==> src/design/hrf_pkg.sv <==
`timescale 1ns / 1ps
package hrf_pkg;

  localparam int LENGTH_BITS_DEFAULT       = 24;
  localparam int HEADER_COUNT_BITS_DEFAULT = 16;
  localparam int NAME_LEN                  = 16;

  localparam logic [15:0] TIMEOUT_RESET = 16'd30;

  typedef logic [7:0] byte_t;
  typedef byte_t [0:NAME_LEN-1] name_t;

  localparam name_t LOWER_NAME = "Content-length: ";
  localparam name_t UPPER_NAME = "Content-Length: ";

  localparam byte_t CH_CR    = 8'h0D;
  localparam byte_t CH_LF    = 8'h0A;
  localparam byte_t CH_ZERO  = "0";
  localparam byte_t CH_NINE  = "9";
  localparam byte_t CH_G     = "G";
  localparam byte_t CH_E     = "E";
  localparam byte_t CH_T     = "T";
  localparam byte_t CH_P     = "P";
  localparam byte_t CH_O     = "O";
  localparam byte_t CH_S     = "S";
  localparam byte_t CH_SPACE = " ";

  typedef enum logic [1:0] {
    OP_BYTE  = 2'd0,
    OP_CLEAR = 2'd1,
    OP_TICK  = 2'd2,
    OP_NOP   = 2'd3
  } opcode_t;

  typedef enum logic [2:0] {
    PH_METHOD    = 3'd0,
    PH_HEADER    = 3'd1,
    PH_BODY      = 3'd2,
    PH_DONE      = 3'd3,
    PH_BADMETHOD = 3'd4,
    PH_BADLEN    = 3'd5,
    PH_TIMEOUT   = 3'd6,
    PH_OVERFLOW  = 3'd7
  } phase_t;

  typedef enum logic [1:0] {
    KIND_UNKNOWN = 2'd0,
    KIND_GET     = 2'd1,
    KIND_POST    = 2'd2
  } kind_t;

  typedef enum logic [2:0] {
    CAP_NONE   = 3'd0,
    CAP_EMPTY  = 3'd1,
    CAP_DIGITS = 3'd2,
    CAP_CR     = 3'd3,
    CAP_VALID  = 3'd4,
    CAP_BAD    = 3'd5
  } cap_t;

  typedef enum logic [2:0] {
    ST_WAITING   = 3'd0,
    ST_COMPLETE  = 3'd1,
    ST_BADMETHOD = 3'd2,
    ST_BADLEN    = 3'd3,
    ST_TIMEOUT   = 3'd4,
    ST_OVERFLOW  = 3'd5
  } status_t;

  typedef struct packed {
    status_t     status;
    logic        is_post;
    logic [15:0] header_bytes;
    logic [23:0] body_length;
  } result_t;

  function automatic logic [2:0] method_len(input kind_t kind);
    return (kind == KIND_POST) ? 3'd5 : 3'd4;
  endfunction

  function automatic byte_t method_char(input kind_t kind, input logic [2:0] pos);
    byte_t c;
    c = 8'h00;
    if (kind == KIND_POST) begin
      unique case (pos)
        3'd0: c = CH_P;
        3'd1: c = CH_O;
        3'd2: c = CH_S;
        3'd3: c = CH_T;
        3'd4: c = CH_SPACE;
        default: c = 8'h00;
      endcase
    end else begin
      unique case (pos)
        3'd0: c = CH_G;
        3'd1: c = CH_E;
        3'd2: c = CH_T;
        3'd3: c = CH_SPACE;
        default: c = 8'h00;
      endcase
    end
    return c;
  endfunction

  function automatic byte_t end_char(input logic [1:0] pos);
    return pos[0] ? CH_LF : CH_CR;
  endfunction

  function automatic status_t phase_status(input phase_t ph);
    status_t s;
    unique case (ph)
      PH_DONE:      s = ST_COMPLETE;
      PH_BADMETHOD: s = ST_BADMETHOD;
      PH_BADLEN:    s = ST_BADLEN;
      PH_TIMEOUT:   s = ST_TIMEOUT;
      PH_OVERFLOW:  s = ST_OVERFLOW;
      default:      s = ST_WAITING;
    endcase
    return s;
  endfunction

endpackage

==> src/design/hrf_in_if.sv <==
`timescale 1ns / 1ps
interface hrf_in_if;
  logic       valid;
  logic       ready;
  logic [1:0] opcode;
  logic [7:0] data_byte;

  modport source (output valid, output opcode, output data_byte, input ready);
  modport sink (input valid, input opcode, input data_byte, output ready);
endinterface

==> src/design/hrf_out_if.sv <==
`timescale 1ns / 1ps
interface hrf_out_if;
  logic        valid;
  logic        ready;
  logic [2:0]  status;
  logic        is_post;
  logic [15:0] header_bytes;
  logic [23:0] body_length;

  modport source (output valid, output status, output is_post, output header_bytes,
                  output body_length, input ready);
  modport sink (input valid, input status, input is_post, input header_bytes,
                input body_length, output ready);
endinterface

==> src/design/http_request_framer.sv <==
`timescale 1ns / 1ps
// All parsing is a single pass from state to result, which is then registered.
// Throughput: one transaction per cycle, except while the skid entry holds a result.
// A two-entry output register keeps input accepted while one result waits downstream.
// Reset (rst, synchronous): request state cleared, timeout_seconds back to 30, no results held.
module http_request_framer #(
  parameter int LENGTH_BITS       = hrf_pkg::LENGTH_BITS_DEFAULT,
  parameter int HEADER_COUNT_BITS = hrf_pkg::HEADER_COUNT_BITS_DEFAULT
) (
  input  logic        clk,
  input  logic        rst,
  input  logic        timeout_we,
  input  logic [15:0] timeout_data,
  hrf_in_if.sink      req_in,
  hrf_out_if.source   res_out
);
  import hrf_pkg::*;

  localparam int LB  = LENGTH_BITS;
  localparam int HCB = HEADER_COUNT_BITS;
  localparam logic [HCB-1:0] HMAX = {HCB{1'b1}};

  logic [15:0]    timeout_seconds;
  phase_t         phase, phase_next;
  logic [2:0]     method_pos, method_pos_next;
  kind_t          kind, kind_next;
  logic [1:0]     end_pos, end_pos_next;
  logic [HCB-1:0] header_count, header_count_next;
  logic [LB-1:0]  body_count, body_count_next;
  logic [LB-1:0]  chosen, chosen_next;
  logic [15:0]    idle, idle_next;

  logic           accept;
  opcode_t        op;
  byte_t          b;
  logic           cap_step;
  logic           cap_clear;
  cap_t           lower_st, upper_st;
  logic [LB:0]    lower_val, upper_val;

  result_t        r;
  logic           main_valid, skid_valid, pop;
  result_t        main_res, skid_res;
  logic [HCB+15:0] hc_wide;
  logic [LB+23:0]  len_wide;

  assign accept    = req_in.valid && req_in.ready;
  assign op        = opcode_t'(req_in.opcode);
  assign b         = req_in.data_byte;
  assign cap_step  = accept && (op == OP_BYTE) && (phase == PH_HEADER);
  assign cap_clear = accept && (op == OP_CLEAR);

  hrf_len_capture #(.LENGTH_BITS(LB)) u_lower (
    .clk         (clk),
    .rst         (rst),
    .clear       (cap_clear),
    .step        (cap_step),
    .data_byte   (b),
    .name        (LOWER_NAME),
    .status_next (lower_st),
    .value_next  (lower_val)
  );

  hrf_len_capture #(.LENGTH_BITS(LB)) u_upper (
    .clk         (clk),
    .rst         (rst),
    .clear       (cap_clear),
    .step        (cap_step),
    .data_byte   (b),
    .name        (UPPER_NAME),
    .status_next (upper_st),
    .value_next  (upper_val)
  );

  always_comb begin
    logic [2:0]  end_step;
    cap_t        sel_st;
    logic [LB:0] sel_val;
    end_step          = 3'd0;
    sel_st            = CAP_NONE;
    sel_val           = '0;
    phase_next        = phase;
    method_pos_next   = method_pos;
    kind_next         = kind;
    end_pos_next      = end_pos;
    header_count_next = header_count;
    body_count_next   = body_count;
    chosen_next       = chosen;
    idle_next         = idle;
    if (accept) begin
      unique case (op)
        OP_BYTE: begin
          if ((phase == PH_METHOD) || (phase == PH_HEADER)) begin
            idle_next = '0;
            if (header_count != HMAX) begin
              header_count_next = header_count + 1'b1;
            end
          end
          unique case (phase)
            PH_METHOD: begin
              if (method_pos == 3'd0) begin
                if (b == CH_G) begin
                  kind_next       = KIND_GET;
                  method_pos_next = 3'd1;
                end else if (b == CH_P) begin
                  kind_next       = KIND_POST;
                  method_pos_next = 3'd1;
                end else begin
                  phase_next = PH_BADMETHOD;
                end
              end else if ((method_pos < method_len(kind)) &&
                           (b == method_char(kind, method_pos))) begin
                method_pos_next = method_pos + 3'd1;
                if (method_pos_next >= method_len(kind)) begin
                  phase_next = PH_HEADER;
                end
              end else begin
                phase_next = PH_BADMETHOD;
              end
            end
            PH_HEADER: begin
              if (b == end_char(end_pos)) begin
                end_step = {1'b0, end_pos} + 3'd1;
              end else begin
                end_step = (b == CH_CR) ? 3'd1 : 3'd0;
              end
              if (end_step == 3'd4) begin
                end_pos_next = 2'd0;
                if (kind != KIND_POST) begin
                  phase_next = PH_DONE;
                end else begin
                  if (lower_st != CAP_NONE) begin
                    sel_st  = lower_st;
                    sel_val = lower_val;
                  end else begin
                    sel_st  = upper_st;
                    sel_val = upper_val;
                  end
                  if (sel_st != CAP_VALID) begin
                    phase_next = PH_BADLEN;
                  end else if (sel_val[LB]) begin
                    phase_next = PH_OVERFLOW;
                  end else begin
                    chosen_next = sel_val[LB-1:0];
                    phase_next  = (sel_val[LB-1:0] == '0) ? PH_DONE : PH_BODY;
                  end
                end
              end else begin
                end_pos_next = end_step[1:0];
              end
            end
            PH_BODY: begin
              idle_next       = '0;
              body_count_next = body_count + 1'b1;
              if (body_count_next >= chosen) begin
                phase_next = PH_DONE;
              end
            end
            default: begin
            end
          endcase
        end
        OP_CLEAR: begin
          phase_next        = PH_METHOD;
          method_pos_next   = '0;
          kind_next         = KIND_UNKNOWN;
          end_pos_next      = '0;
          header_count_next = '0;
          body_count_next   = '0;
          chosen_next       = '0;
          idle_next         = '0;
        end
        OP_TICK: begin
          if ((phase == PH_METHOD) || (phase == PH_HEADER) || (phase == PH_BODY)) begin
            if (idle != 16'hFFFF) begin
              idle_next = idle + 16'd1;
            end
            if (idle_next > timeout_seconds) begin
              phase_next = PH_TIMEOUT;
            end
          end
        end
        OP_NOP: begin
        end
      endcase
    end
  end

  always_comb begin
    hc_wide        = {16'b0, header_count_next};
    len_wide       = {24'b0, chosen_next};
    r.status       = phase_status(phase_next);
    r.is_post      = (kind_next == KIND_POST) && (phase_next != PH_METHOD) &&
                     (phase_next != PH_BADMETHOD);
    r.header_bytes = hc_wide[15:0];
    r.body_length  = len_wide[23:0];
  end

  always_ff @(posedge clk) begin
    if (rst) begin
      timeout_seconds <= TIMEOUT_RESET;
    end else if (timeout_we) begin
      timeout_seconds <= timeout_data;
    end
  end

  always_ff @(posedge clk) begin
    if (rst) begin
      phase        <= PH_METHOD;
      method_pos   <= '0;
      kind         <= KIND_UNKNOWN;
      end_pos      <= '0;
      header_count <= '0;
      body_count   <= '0;
      chosen       <= '0;
      idle         <= '0;
    end else begin
      phase        <= phase_next;
      method_pos   <= method_pos_next;
      kind         <= kind_next;
      end_pos      <= end_pos_next;
      header_count <= header_count_next;
      body_count   <= body_count_next;
      chosen       <= chosen_next;
      idle         <= idle_next;
    end
  end

  // hold a second result while the first one stalls
  assign req_in.ready = !skid_valid;
  assign pop          = main_valid && res_out.ready;

  always_ff @(posedge clk) begin
    if (rst) begin
      main_valid <= 1'b0;
      skid_valid <= 1'b0;
    end else if (!main_valid || pop) begin
      if (skid_valid) begin
        main_valid <= 1'b1;
        main_res   <= skid_res;
        skid_valid <= accept;
        skid_res   <= r;
      end else begin
        main_valid <= accept;
        main_res   <= r;
      end
    end else if (accept) begin
      skid_valid <= 1'b1;
      skid_res   <= r;
    end
  end

  assign res_out.valid        = main_valid;
  assign res_out.status       = main_res.status;
  assign res_out.is_post      = main_res.is_post;
  assign res_out.header_bytes = main_res.header_bytes;
  assign res_out.body_length  = main_res.body_length;

endmodule

==> src/design/hrf_len_capture.sv <==
`timescale 1ns / 1ps
module hrf_len_capture #(
  parameter int LENGTH_BITS = hrf_pkg::LENGTH_BITS_DEFAULT
) (
  input  logic               clk,
  input  logic               rst,
  input  logic               clear,
  input  logic               step,
  input  logic [7:0]         data_byte,
  input  hrf_pkg::name_t     name,
  output hrf_pkg::cap_t      status_next,
  output logic [LENGTH_BITS:0] value_next
);
  import hrf_pkg::*;

  localparam int VW = LENGTH_BITS + 1;
  localparam int PW = LENGTH_BITS + 4;
  localparam logic [PW-1:0] LIMIT = {4'b0000, {LENGTH_BITS{1'b1}}};
  localparam logic [VW-1:0] SAT   = {1'b1, {LENGTH_BITS{1'b0}}};

  cap_t          status;
  logic [4:0]    npos;
  logic [4:0]    npos_next;
  logic [VW-1:0] value;
  logic          digit;
  logic [PW-1:0] ext;
  logic [PW-1:0] prod;
  logic [7:0]    dval;

  assign digit = (data_byte >= CH_ZERO) && (data_byte <= CH_NINE);
  assign dval  = data_byte - CH_ZERO;
  assign ext   = PW'(value);
  assign prod  = (ext << 3) + (ext << 1) + PW'(dval[3:0]);

  always_comb begin
    status_next = status;
    value_next  = value;
    npos_next   = npos;
    if (step) begin
      unique case (status)
        CAP_NONE: begin
          if ((npos < 5'(NAME_LEN)) && (data_byte == name[npos[3:0]])) begin
            npos_next = npos + 5'd1;
          end else begin
            npos_next = (data_byte == name[0]) ? 5'd1 : 5'd0;
          end
          if (npos_next >= 5'(NAME_LEN)) begin
            status_next = CAP_EMPTY;
            value_next  = '0;
          end
        end
        CAP_EMPTY, CAP_DIGITS: begin
          if (digit) begin
            value_next  = (prod > LIMIT) ? SAT : prod[VW-1:0];
            status_next = CAP_DIGITS;
          end else if ((data_byte == CH_CR) && (status == CAP_DIGITS)) begin
            status_next = CAP_CR;
          end else begin
            status_next = CAP_BAD;
          end
        end
        CAP_CR: begin
          status_next = (data_byte == CH_LF) ? CAP_VALID : CAP_BAD;
        end
        CAP_VALID, CAP_BAD: begin
        end
        default: begin
        end
      endcase
    end
  end

  always_ff @(posedge clk) begin
    if (rst || clear) begin
      status <= CAP_NONE;
      npos   <= '0;
      value  <= '0;
    end else begin
      status <= status_next;
      npos   <= npos_next;
      value  <= value_next;
    end
  end

endmodule
==> src/flat_wrapper.sv <==
// flat-port wrapper written by rule: the top's interface ports become plain ports
module http_request_framer_flat import hrf_pkg::*;
#(
  parameter int LENGTH_BITS       = hrf_pkg::LENGTH_BITS_DEFAULT,
  parameter int HEADER_COUNT_BITS = hrf_pkg::HEADER_COUNT_BITS_DEFAULT
)
  (clk, rst, timeout_we, timeout_data, req_in_valid, req_in_opcode, req_in_data_byte, req_in_ready, res_out_valid, res_out_status, res_out_is_post, res_out_header_bytes, res_out_body_length, res_out_ready);
  hrf_in_if req_in_i ();
  hrf_out_if res_out_i ();
  input  logic clk;
  input  logic rst;
  input  logic timeout_we;
  input  logic [15:0] timeout_data;
  input wire logic [$bits(req_in_i.valid)-1:0] req_in_valid;
  input wire logic [$bits(req_in_i.opcode)-1:0] req_in_opcode;
  input wire logic [$bits(req_in_i.data_byte)-1:0] req_in_data_byte;
  output wire logic [$bits(req_in_i.ready)-1:0] req_in_ready;
  output wire logic [$bits(res_out_i.valid)-1:0] res_out_valid;
  output wire logic [$bits(res_out_i.status)-1:0] res_out_status;
  output wire logic [$bits(res_out_i.is_post)-1:0] res_out_is_post;
  output wire logic [$bits(res_out_i.header_bytes)-1:0] res_out_header_bytes;
  output wire logic [$bits(res_out_i.body_length)-1:0] res_out_body_length;
  input wire logic [$bits(res_out_i.ready)-1:0] res_out_ready;
  assign req_in_i.valid = req_in_valid;
  assign req_in_i.opcode = req_in_opcode;
  assign req_in_i.data_byte = req_in_data_byte;
  assign req_in_ready = req_in_i.ready;
  assign res_out_valid = res_out_i.valid;
  assign res_out_status = res_out_i.status;
  assign res_out_is_post = res_out_i.is_post;
  assign res_out_header_bytes = res_out_i.header_bytes;
  assign res_out_body_length = res_out_i.body_length;
  assign res_out_i.ready = res_out_ready;
  http_request_framer #(.LENGTH_BITS(LENGTH_BITS), .HEADER_COUNT_BITS(HEADER_COUNT_BITS)) u_core (.clk(clk), .rst(rst), .timeout_we(timeout_we), .timeout_data(timeout_data), .req_in(req_in_i), .res_out(res_out_i));
endmodule
==> config.mk <==
export PLATFORM = sky130hd
export DESIGN_NAME = http_request_framer_flat
export DESIGN_NICKNAME = d
export VERILOG_FILES = /design/src/design/hrf_pkg.sv /design/src/design/hrf_in_if.sv /design/src/design/hrf_out_if.sv /design/src/design/http_request_framer.sv /design/src/design/hrf_len_capture.sv /design/src/flat_wrapper.sv
export SDC_FILE = /design/constraint.sdc
export NUM_CORES = 1
export LEC_CHECK = 0
export BUFFER_PORTS_ARGS = -buffer_cell sky130_fd_sc_hd__clkbuf_2
export CAP_MARGIN = 20
export CELL_PAD_IN_SITES_DETAIL_PLACEMENT = 1
export CELL_PAD_IN_SITES_GLOBAL_PLACEMENT = 2
export CORE_MARGIN = 8
export CORE_UTILIZATION = 43
export CTS_BUF_LIST = sky130_fd_sc_hd__clkbuf_2 sky130_fd_sc_hd__clkbuf_4 sky130_fd_sc_hd__clkbuf_8
export DETAILED_ROUTE_END_ITERATION = 16
export PLACE_DENSITY = 0.91
export REMOVE_ABC_BUFFERS = 1
export SLEW_MARGIN = 20
export SYNTH_ARGS = -nofsm -noshare
export SYNTH_HDL_FRONTEND = slang
export SYNTH_SLANG_ARGS = --single-unit
==> constraint.sdc <==
create_clock -name clk -period 6.87 [get_ports clk]
set_input_delay 1.0305 -clock clk [delete_from_list [all_inputs] [get_ports clk]]
set_output_delay 1.0305 -clock clk [all_outputs]
set_load 0.02 [all_outputs]
=== Word level (Yosys, flattened, before mapping) ===
Memories as Yosys holds them, arrays and structs flattened.
Index checks and enable logic that the tools add are counted.

* Bits in latches: 0
* Bits in registers: 262
* Input port bits: 31
* ROM bits: 256
* Memories: 2
* Memory bits (writable): 0
* Word-level logic and storage cells: 259
* Output and inout bits: 46

{| class="wikitable"
|+ Memory list
! memory !! words !! bits a word !! read ports !! clocked after Yosys merged registers in !! write ports !! RTL line !! text
|-
| (no name shown) || 16 || 8 || 1 || 0 || 0 || hrf_len_capture.sv:42 || <nowiki>if ((npos < 5'(NAME_LEN)) && (data_byte == name[npos[3:0]])) begin</nowiki>
|-
| (no name shown) || 16 || 8 || 1 || 0 || 0 || hrf_len_capture.sv:42 ||
|}

* Order comparisons: 14
* Bitwise logic cells: 3
* Equality and inequality tests: 44
* Reductions and logical operators: 40
* Shift-type cells: 0
* Add/sub/neg operators: 12
* Divide/modulo/power cells: 0
* $mul: 0
* Multiplexer cells: 119

{| class="wikitable"
|+ Operators with widths
! kind !! number
|-
| 25-bit two-way mux || 14
|-
| 44-bit two-way mux || 4
|-
| 24-bit two-way mux || 7
|-
| 16-bit two-way mux || 10
|-
| 3-bit two-way mux || 37
|-
| 25-bit case mux with 2 select lines || 2
|-
| 24-bit case mux with 2 select lines || 2
|-
| 8-bit two-way mux || 9
|-
| 28-bit by 26-bit adder with 28-bit output || 2
|-
| 28-bit by 4-bit adder with 28-bit output || 2
|-
| 28-bit by 24-bit greater-than comparator with 1-bit output (second input constant) || 2
|-
| 16-bit case mux with 3 select lines || 1
|-
| 3-bit case mux with 3 select lines || 4
|-
| 16-bit by 1-bit adder with 16-bit output (second input constant) || 2
|-
| 16-bit inequality test (second input constant) || 2
|-
| 16-bit case mux with 2 select lines || 1
|-
| 5-bit two-way mux || 6
|-
| 7-bit case mux with 4 select lines || 1
|-
| 24-bit by 1-bit adder with 24-bit output (second input constant) || 1
|-
| 3-bit by 2-bit == test with 1-bit output (second input constant) || 8
|-
| 8-bit by 7-bit == test with 1-bit output (second input constant) || 3
|-
| 8-bit == test || 3
|-
| 24-bit >= comparator || 1
|-
| 24-bit logical NOT || 1
|-
| 41 further kinds || 107
|}

=== Depth between registers and ports, before layout ===
Gate-level depths: netlist (run 1).

* Depth after elaboration: 34
* Gate-level depth with buffers: 24
* Mapped depth without buffers: 21

=== Cells and area by module ===
Synthesis (run 1) repeated with hierarchy kept, for this count alone.

* Cells, all modules: 2238
* Area total of the unflattened synthesis: 19897.8 sq um

{| class="wikitable"
|+ By module, submodules not included
! module !! area an instance (sq um) !! cells an instance !! instances !! seq. area each (sq um)
|-
| http_request_framer || 10470.0 || 1106 || 1 || 4804.6
|-
| hrf_len_capture at u_core.u_upper || 4787.1 || 591 || 1 || 660.6
|-
| hrf_len_capture at u_core.u_lower || 4640.7 || 541 || 1 || 660.6
|}

=== Worst setup path before layout (run 1) ===
OpenSTA, ideal clock, no wires.

* Kind: input to register
* Start: input port req_in_data_byte[3]
* End: register u_core.skid_res[41] (netlist name) (data pin)
* Setup slack: 1.838 ns
* Setup time: 0.278 ns
* Buffers on the path: 1
* Stages: 17
* Arrival time: 4.754 ns
* Cell sequence: inv_2 -> fa_1 -> inv_1 -> fa_1 -> a211oi_1 -> o211ai_1 -> a211oi_1 -> o211ai_1 -> xor2_1 -> or2_0 -> buf_2 -> nor3_1 -> nor2_1 -> a221oi_1 -> nor4b_2 -> nand4_1 -> a22oi_1

{| class="wikitable"
|+ RTL lines
! element !! RTL line !! text
|-
| from (decl) || flat_wrapper.sv:16 || <nowiki>input wire logic [$bits(req_in_i.data_byte)-1:0] req_in_data_byte;</nowiki>
|-
| to (signal assigned) || http_request_framer.sv:242 || <nowiki>skid_res <= r;</nowiki>
|-
| to (signal assigned) || http_request_framer.sv:249 || <nowiki>skid_res <= r;</nowiki>
|-
| to (decl) || http_request_framer.sv:43 || <nowiki>result_t main_res, skid_res;</nowiki>
|}

==> results of run 1 <==
==> worst register-to-register path, delay by kind of cell, from the launching register on <==
family	cells	cell delay, ps
compound gates	5	1310
xor+xnor	1	230
fa+ha+maj	1	320
flops	1	410
mux	1	290
simple gates	10	2680
==> per-stage QoR <==
| stage | hold WS, ps | setup slack, ps |
|---|---|---|
| 6_report | 467 | 1150 |
| 5_1_grt | 501 | 821 |
| 4_1_cts | 476 | 1280 |
| 3_5_place_dp | 462 | 623 |
| 3_3_place_gp | 442 | 880 |
| 2_1_floorplan | 428 | 1470 |
==> registers in the layout (all words and copies together) (netlist names), 5 cells and up <==
signal / cells
u_core.skid_res: 44
u_core.u_lower.value: 25
u_core.u_upper.value: 25
u_core.body_count: 24
u_core.chosen: 24
u_core.res_out.body_length: 24
u_core.header_count: 16
u_core.idle: 16
u_core.res_out.header_bytes: 16
u_core.timeout_seconds: 16
u_core.u_lower.npos: 5
u_core.u_upper.npos: 5
==> synth_stat cells, types with 19 or more instances <==
library cell	number	area share, %
o211ai_1	22	0.90
edfxtp_1	88	14
mux2_2	29	1.8
and2_1	49	1.7
a21o_1	34	1.4
or3_1	19	0.65
nand3_1	52	1.4
dfxtp_1	174	19
nand4_1	38	1.3
nand2_1	199	4.1
inv_1	93	1.9
a31oi_1	21	0.72
nor2b_1	21	0.72
a21oi_1	177	4.8
a22oi_1	34	1.4
clkbuf_1	84	1.7
o21ai_0	108	2.9
nor2_1	221	4.5
and3_1	44	1.5
xnor2_1	49	2.3
xor2_1	45	2.1
nor3_1	45	1.2
mux2i_1	20	1.1
ha_1	160	11
==> power by group through the flow <==
| stage | registers, mW | clock network, mW | logic (mW) |
|---|---|---|---|
| after floorplan | 1.69 | 0 | 0.0857 |
| after global placement | 1.68 | 0 | 0.190 |
| after detailed placement | 1.68 | 0 | 0.195 |
| after CTS | 1.65 | 1.62 | 0.196 |
| after global routing | 1.65 | 1.68 | 0.214 |
| final | 1.65 | 1.58 | 0.196 |
==> worst paths after layout <==
kind | endpoint | slack [ps] | cells after the start
hold reg to reg | u_core.u_upper.npos[4] | 470 | 2
hold / removal | u_core.u_upper.npos[4] | 470 | 2
setup reg to reg | u_core.res_out.is_post | 1380 | 18
setup / recovery | u_core.skid_res[41] | 1150 | 17
==> logic make-up (layout without fill, tap and decap cells) <==
family | count (synthesis) | after routing | share of synthesized area [%]
AO/OA/AOI/OAI | 579 | 579 | 21.2
XOR/XNOR | 94 | 94 | 4.49
adder cells (fa/ha/maj) | 166 | 166 | 11.5
buffers and inverters | 213 | 282 | 4.81
flip-flops | 262 | 262 | 33.4
multiplexers | 49 | 49 | 2.87
other | 0 | 1 | 0
AND/OR/NAND/NOR | 801 | 801 | 21.8
==> area by class of cell <==
class	count	share of cell area, %
Multi-Input combinational cell	1689	56.7
Sequential cell	262	30.4
Clock buffer	64	4.00
Tap cell	539	3.35
Timing Repair Buffer	101	2.86
Inverter	95	1.77
Clock inverter	22	0.908
Antenna cell	1	0.0124
==> layer usage <==
layer | track usage [%] | vias to the layer above | share of wire (%)
li1 | - | 7967 | -
met1 | 31.5 | 8361 | 45
met2 | 40.8 | 385 | 47
met3 | 4.21 | 120 | 5.0
met4 | 8.50 | 0 | 3.4
met5 | 0 | - | 0
==> reports/metrics.cfg, run 1 <==
[routing]
firstDrtPassIters=5
wirelength_microns=62300
drc=0
ant_nets=0
viasPerCell=6.07
drt_iter0_markers=1068
dr_total_vias=16800
routedWlPerCell_microns=22.5

[setup_path]
cp.arrival_ps=6020
cp_cell_sequence=clkbuf_2 -> inv_2 -> fa_1 -> inv_1 -> fa_1 -> a211oi_1 -> o21ai_0 -> a31oi_1 -> o21ba_2 -> xnor2_1 -> or2_0 -> nor3_1 -> nor2_1 -> a221oi_1 -> nor4b_2 -> nand4_1 -> a22oi_1
slowest_delay_ps=980
crit_type=in -> reg
critPathSlowestCell=nor3_1
r2r_start=u_core.body_count[0]
worst-path-buf-inv=3
crit_start=req_in_data_byte[3]
path_max_fanout=9
worstPathRequired_ps=7180
end_kind=flop
crit_path_start_kind=input pin
cp_top_family=simple AND/OR/NAND/NOR gates
cp_common_cell=fa_1

[cts]
ctsHoldBuffers=0
numCtsBuffers=48
cts_setup_buffers=0
cts_root_buf=clkbuf_8
post_cts_resized=0
tritoncts=done
clock-sinks=262
insertion_delay_ps=590
cts_max_level=2
cts.path.max_buffers=3
clkSlewWorstSetupHoldPaths_ps=60

[floorplanning]
initial_core_util_pct=43.6
core.rowCount=75
ioPinCount=77
dieWidth_microns=223
die_h_microns=223
dieArea_sq_um=49500
core_sq_um=42000

[sta]
setup_viol=0
max_freq_mhz=175
rsz0062_at_grt=false
timing.final.crit_share_pct=83.2
slew_headroom_pct=24.3
worst_slew_pin_slew_ps=1130
clock_skew_ps=19.9
report.final.slew_viol_count=0
hold_viol=0
setup_tns_ps=0
finalCriticalPeriod_ps=5720

[yosys]
syn_avg_cell_area_sq_um=8.48
synth_seq_cells=262
ys.flop_type=dfxtp_1
synth-edff-count=88
synth_cells=2164
synth_cell_type_count=103
synth-seq-area-share_pct=33.4
netlist_area_sq_um=18300
ys_async_sr_fraction_pct=0
yosysWarnings=0

[final_layout]
multiInputGateArea_sq_um=11400
num-fill-cells=4985
area_growth_pct=9.68
final_util_pct=47.9
final_cell_mix=nor2_1 (219), nand2_1 (199), a21oi_1 (176)
regArea_sq_um=6130
final_nets=2392
final_common_cell=nor2_1
postLayoutCellArea_sq_um=20100
instances_no_fill=2773
drive_above_1_share_pct=11.9

[pwr]
pwr-share-comb_pct=5.7
swShare_pct=25.2
powerDensity_nw_per_um2=170
p_int_mw=2.56
power.share.clock_pct=46.2
ir_drop_v=0.000126
p_seq_share_pct=48.0
switchingPower_mw=0.864
p_leak_nw=8.51
fin_total_pwr_mw=3.43

[hold_path]
hold_start=u_core.u_upper.npos[4]
hold_class=reg -> reg

[global_routing]
grt_max_degree=72
antenna_found_initial=1
grt_pass1_wl_microns=98800
grt_pass1_vias=17500
grt_remaining_overflow=0
grt.total_usage_pct=24.4

[place]
place_hpwl_microns=47000
dp_cells=2685
port-buffer-count=76
place_area_sq_um=19100
gp_congestion=0.946

[status]
status=finished clean

[flow_run]
drv_cap=0

No activity file was read; power rests on OpenSTA's default activity.
==> inputs of run 2 (changes only) <==
--- a/config.mk
+++ b/config.mk
@@ -10,10 +10,10 @@
 export CELL_PAD_IN_SITES_DETAIL_PLACEMENT = 1
 export CELL_PAD_IN_SITES_GLOBAL_PLACEMENT = 2
 export CORE_MARGIN = 8
-export CORE_UTILIZATION = 43
+export CORE_UTILIZATION = 36
 export CTS_BUF_LIST = sky130_fd_sc_hd__clkbuf_2 sky130_fd_sc_hd__clkbuf_4 sky130_fd_sc_hd__clkbuf_8
 export DETAILED_ROUTE_END_ITERATION = 16
-export PLACE_DENSITY = 0.91
+export PLACE_DENSITY = 0.82
 export REMOVE_ABC_BUFFERS = 1
 export SLEW_MARGIN = 20
 export SYNTH_ARGS = -nofsm -noshare
==> constraint.sdc (replaced) <==
create_clock -name clk -period 4.94 [get_ports clk]
set_input_delay 0.741 -clock clk [delete_from_list [all_inputs] [get_ports clk]]
set_output_delay 0.741 -clock clk [all_outputs]
set_load 0.02 [all_outputs]
==> run 2 against run 1 <==
Sequential cell count stayed put. Worst setup slack worse by 1000 ps. Largest power group unchanged. Clock-buffer cell count is 3 higher. Non-clock buffer count is 113 higher. Global-route usage is 3.0 points lower. Combinational power is 48% higher. Clock power is 41% higher. Via count is 2.5% higher. Routed wire length is 4.0% higher. Core utilization is 5.5 points lower. First-iteration DRC count is 1.6% lower. Total power is 40% higher. Critical path type is now reg -> reg.
==> reports/metrics.cfg, run 2 (same netlist as run 1, synthesis figures left out) <==
[global_routing]
grt_remaining_overflow=0
grt_pass1_wl_microns=102000
antenna_found_initial=0
grt_pass1_vias=18000
grt_max_degree=74
grt.total_usage_pct=21.4

[sta]
slew_headroom_pct=35.6
setup_viol=0
report.final.slew_viol_count=0
hold_viol=0
postLayoutSetupSlackWorst_ps=142
setup_tns_ps=0
worst_slew_pin_slew_ps=963
finalCriticalPeriod_ps=4800
hold_ws_ps=329
clock_skew_ps=19.7
timing.final.crit_share_pct=97.1
max_freq_mhz=208
rsz0062_at_grt=true

[floorplanning]
initial_core_util_pct=36.5
die_h_microns=242
dieArea_sq_um=58400
ioPinCount=77
core.rowCount=82
dieWidth_microns=242
core_sq_um=50300

[final_layout]
diodes=0
largest_reg_flops=44
final_common_cell=nor2_1
final_nets=2505
drive_above_1_share_pct=17.1
final_cell_mix=nor2_1 (219), nand2_1 (199), a21oi_1 (174)
regMostFlops=u_core.skid_res
instances_no_fill=3020
postLayoutCellArea_sq_um=21300
area_growth_pct=16.1
final_util_pct=42.4
reg.largest.list=u_core.skid_res x44, u_core.u_lower.value x25, u_core.u_upper.value x25

[pwr]
p_seq_share_pct=47.7
switchingPower_mw=1.22
pwr-share-comb_pct=6.0
p_leak_nw=9.12
swShare_pct=25.5
power.share.clock_pct=46.3
p_int_mw=3.58
fin_total_pwr_mw=4.80
powerDensity_nw_per_um2=225
ir_drop_v=0.000164

[routing]
drt_iter0_markers=1051
drc=0
wirelength_microns=64800
dr_total_vias=17200
routedWlPerCell_microns=21.5
ant_nets=0
firstDrtPassIters=5
viasPerCell=5.71

[cts]
insertion_delay_ps=630
numCtsBuffers=48
clkSlewWorstSetupHoldPaths_ps=70
cts_max_level=2
cts_root_buf=clkbuf_8
tritoncts=done
cts.path.max_buffers=3
clock-sinks=262

[setup_path]
r2r_cells=16
end_kind=flop
path_max_fanout=4
worstPathRequired_ps=5410
worst-path-buf-inv=2
ff2ff_setup_slack_ps=140
cp.arrival_ps=5270
cp_top_family=compound AO/OA/AOI/OAI gates
crit_type=reg -> reg
crit_end=u_core.skid_res[41]
crit_path_start_kind=flop
worst-path-stages=16
critPathSlowestCell=fa_1
crit_start=u_core.u_upper.value[0]
cp_cell_sequence=inv_1 -> fa_1 -> inv_1 -> fa_1 -> a21o_1 -> a221oi_4 -> a31oi_1 -> o2111ai_1 -> o211ai_1 -> and4bb_4 -> and4_1 -> o32a_1 -> a311o_1 -> nor4b_2 -> nand4_1 -> a22oi_1
r2r_end=u_core.skid_res[41]
slowest_delay_ps=510
r2r_start=u_core.u_upper.value[0]

[hold_path]
hold_class=in -> reg
hold_start=timeout_data[4]

[place]
dp_cells=2930
port-buffer-count=76
pre_cts_slack_ps=-433
gp_congestion=0.930
place_hpwl_microns=49600
place_area_sq_um=20200

[status]
status=finished clean

[flow_run]
drv_cap=0

## run 2: changes by cell type in the layout (fill, tap and decap cells not counted), moves of 3 or more
cell | previous run | this run
and3_1 | 44 | 40
and3_2 | 0 | 4
buf_12 | 0 | 3
buf_4 | 24 | 132
clkbuf_8 | 52 | 55
dfxtp_1 | 174 | 170
dfxtp_2 | 0 | 4
o21ai_0 | 107 | 104
o21ai_1 | 5 | 8
## run 2: how the worst min path moves through the flow
stage                                            to  slack, ps  cells past startpoint
after detailed placement     u_core.u_upper.npos[4]        450                      2
after global routing      u_core.timeout_seconds[4]        320                      3
after CTS                 u_core.timeout_seconds[4]        280                      3
after global placement       u_core.u_upper.npos[4]        440                      2
final                     u_core.timeout_seconds[4]        330                      3
after floorplan              u_core.u_upper.npos[4]        430                      2
## run 2: power groups by stage
stage | Combinational (mW) | Clock (mW) | Sequential, mW
detailed placement | 0.290 | 0 | 2.34
global route | 0.316 | 2.38 | 2.29
global placement | 0.281 | 0 | 2.33
CTS | 0.292 | 2.29 | 2.29
finish | 0.290 | 2.22 | 2.29
floorplan | 0.119 | 0 | 2.35
## run 2: what timing repair did
item                       4_1_cts  5_1_grt
gates resized for setup          1       28
pin swaps                        0        6
hold buffers                     0        0
setup buffers                    0        0
setup endpoints to repair        1       19
## run 2: routing by layer
metal	global-route usage (%)	share of wire, %	vias up
li1	-	-	8193
met1	27.7	45	8530
met2	36.2	47	396
met3	3.42	4.6	127
met4	6.90	3.1	0
met5	0	0	-
## run 2: final cells by class
| class | instances | area [sq um] |
|---|---|---|
| timing repair buffer | 214 | 1500 |
| multi-input combinational | 1689 | 11500 |
| inverter | 95 | 357 |
| sequential | 262 | 6130 |
| clock buffer | 67 | 847 |
| tap | 672 | 841 |
| fill | 6081 | 29000 |
| clock inverter | 21 | 160 |
## run 2: tightest hold or removal path, cell delays in order
cell and delay, ps:
clkbuf_2 70, nand2_1 40, o211ai_1 70
==> inputs of run 3 (changes only) <==
--- a/config.mk
+++ b/config.mk
@@ -10,10 +10,10 @@
 export CELL_PAD_IN_SITES_DETAIL_PLACEMENT = 1
 export CELL_PAD_IN_SITES_GLOBAL_PLACEMENT = 2
 export CORE_MARGIN = 8
-export CORE_UTILIZATION = 36
+export CORE_UTILIZATION = 40
 export CTS_BUF_LIST = sky130_fd_sc_hd__clkbuf_2 sky130_fd_sc_hd__clkbuf_4 sky130_fd_sc_hd__clkbuf_8
 export DETAILED_ROUTE_END_ITERATION = 16
-export PLACE_DENSITY = 0.82
+export PLACE_DENSITY = 0.86
 export REMOVE_ABC_BUFFERS = 1
 export SLEW_MARGIN = 20
 export SYNTH_ARGS = -nofsm -noshare
==> constraint.sdc (replaced) <==
create_clock -name clk -period 5.2 [get_ports clk]
set_input_delay 0.78 -clock clk [delete_from_list [all_inputs] [get_ports clk]]
set_output_delay 0.78 -clock clk [all_outputs]
set_load 0.02 [all_outputs]
==> run 3 against run 2 <==
Clock power barely moved. Sequential share of layout area rose by 0.62 points. Core utilization rose by 3.6 points. Clock-buffer cell count rose by 5. Cell count fell by 3.8%. Worst setup slack improved by 150 ps. Sequential cell count did not move. Design area fell by 2.2%. Total power fell by 3.4%. Sequential power fell by 5%. Worst hold slack improved by 44 ps. Critical path type unchanged. Critical endpoint is now u_core.res_out.is_post. Largest cell class unchanged.
==> reports/metrics.cfg, run 3 (same netlist as run 1, synthesis figures left out) <==
[status]
status=finished clean

[floorplanning]
core_sq_um=45300
core.rowCount=78
ioPinCount=77
dieWidth_microns=230
dieArea_sq_um=53000
initial_core_util_pct=40.5
die_h_microns=230

[hold_path]
min_path_cells=3
hold_class=in -> reg

[setup_path]
critPathSlowestCell=dfxtp_1
cp_top_family=simple AND/OR/NAND/NOR gates
cp.arrival_ps=5260
ff2ff_setup_slack_ps=290
r2r_cells=18
cp_common_cell=and3_1
crit_path_start_kind=flop
worstPathRequired_ps=5550
cp_cell_sequence=nand3_1 -> nor3_2 -> and3_1 -> and3_1 -> and3_1 -> and3_1 -> and3_1 -> and3_1 -> nand3_1 -> xnor2_1 -> ha_1 -> a2111oi_0 -> nand2_1 -> o21ai_1 -> a211o_1 -> a41o_1 -> a21oi_1 -> mux2_2
worst-path-buf-inv=0
crit_type=reg -> reg
slowest_delay_ps=410
worst-path-stages=18
crit_start=u_core.body_count[0]
end_kind=flop
r2r_start=u_core.body_count[0]
path_max_fanout=5
crit_end=u_core.res_out.is_post
r2r_end=u_core.res_out.is_post

[pwr]
powerDensity_nw_per_um2=223
power.share.clock_pct=47.4
fin_total_pwr_mw=4.64
ir_drop_v=0.000226
p_int_mw=3.48
p_leak_nw=8.91
pwr-share-comb_pct=5.8
p_seq_share_pct=46.8
switchingPower_mw=1.15
swShare_pct=24.9

[routing]
ant_nets=0
drc=0
dr_total_vias=16900
routedWlPerCell_microns=21.8
firstDrtPassIters=5
drt_iter0_markers=891
viasPerCell=5.83
wirelength_microns=63200

[global_routing]
grt.total_usage_pct=23.3
grt_pass1_vias=17700
grt_pass1_wl_microns=100000
antenna_found_initial=1
grt_max_degree=75
grt_remaining_overflow=0

[final_layout]
reg.largest.list=u_core.skid_res x44, u_core.u_lower.value x25, u_core.u_upper.value x25
final_cell_mix=nor2_1 (219), nand2_1 (199), a21oi_1 (176)
postLayoutCellArea_sq_um=20800
regMostFlops=u_core.skid_res
drive_above_1_share_pct=15.1
final_nets=2461
largest_reg_flops=44
diodes=0
area_growth_pct=13.6
final_common_cell=nor2_1

[place]
port-buffer-count=76
place_hpwl_microns=48200
gp_congestion=0.944
place_area_sq_um=19700

[cts]
clock-sinks=262
cts.path.max_buffers=3
clkSlewWorstSetupHoldPaths_ps=70
cts_root_buf=clkbuf_8
tritoncts=done
insertion_delay_ps=620
cts_setup_buffers=0
numCtsBuffers=47
cts_max_level=2

[sta]
hold_ws_ps=373
setup_tns_ps=0
rsz0062_at_grt=true
report.final.slew_viol_count=0
max_freq_mhz=204
clock_skew_ps=22.3
finalCriticalPeriod_ps=4910
slew_headroom_pct=40.1
setup_viol=0
timing.final.crit_share_pct=94.4
hold_viol=0
worst_slew_pin_slew_ps=899

[flow_run]
drv_cap=0

-- run 3: changes by cell type in the layout (fill, tap and decap cells not counted), sizes merged --
cell | previous run | this run
buf | 139 | 96
bufinv | 2 | 3
clkbuf | 142 | 147
clkinv | 17 | 12
inv | 97 | 96
-- run 3: final cells by class --
cell class | instances | area, sq um
clock inverters | 16 | 169
well taps | 600 | 751
fillers | 5445 | 24400
repair buffers | 171 | 1140
clock buffers | 72 | 891
multi-input cells | 1689 | 11400
flip-flops and latches | 262 | 6130
inverters | 95 | 357
-- run 3: power groups by stage --
stage,clock network [mW],registers (mW),logic (mW)
after CTS,2.25,2.17,0.271
final,2.20,2.17,0.268
after floorplan,0,2.24,0.113
after global routing,2.34,2.17,0.294
after global placement,0,2.22,0.264
after detailed placement,0,2.22,0.270
-- run 3: worst min-delay path by stage --
stage                                endpoint  slack (ps)                    from
floorplan              u_core.u_upper.npos[4]         430  u_core.u_upper.npos[4]
global placement       u_core.u_upper.npos[4]         440  u_core.u_upper.npos[4]
detailed placement     u_core.u_upper.npos[4]         460  u_core.u_upper.npos[4]
CTS                 u_core.timeout_seconds[2]         320         timeout_data[2]
global route        u_core.timeout_seconds[2]         360         timeout_data[2]
finish              u_core.timeout_seconds[2]         370         timeout_data[2]
-- run 3: worst min-delay path, cell delays in order --
cell and delay [ps]:
clkbuf_2 70, nand2_1 40, o211ai_1 60
-- run 3: repair_timing --
action / in CTS / in global routing
hold buffers: 0 / 0
endpoints found under the setup margin: 0 / 11
resized for setup: 0 / 9
-- run 3: through the flow --
| stage | instances | setup slack (ps) | utilization, % |
|---|---|---|---|
| 4_1_cts | 2904 | 74.9 | 45.9 |
| 6_report | 2905 | 293 | 46.0 |
| 3_3_place_gp | 2816 | -338 | 43.6 |
| 3_5_place_dp | 2816 | -467 | 43.6 |
| 2_1_floorplan | 2046 | 54.7 | - |
| 5_1_grt | 2905 | -38.5 | 46.0 |
-- run 3: routing by layer --
| metal | wire length [microns] | share of wire [%] | GRT usage, % |
|---|---|---|---|
| met1 | 28800 | 46 | 30.2 |
| met2 | 30000 | 47 | 39.1 |
| met3 | 2530 | 4.0 | 3.52 |
| met4 | 1910 | 3.0 | 8.16 |
| met5 | 0 | 0 | 0 |
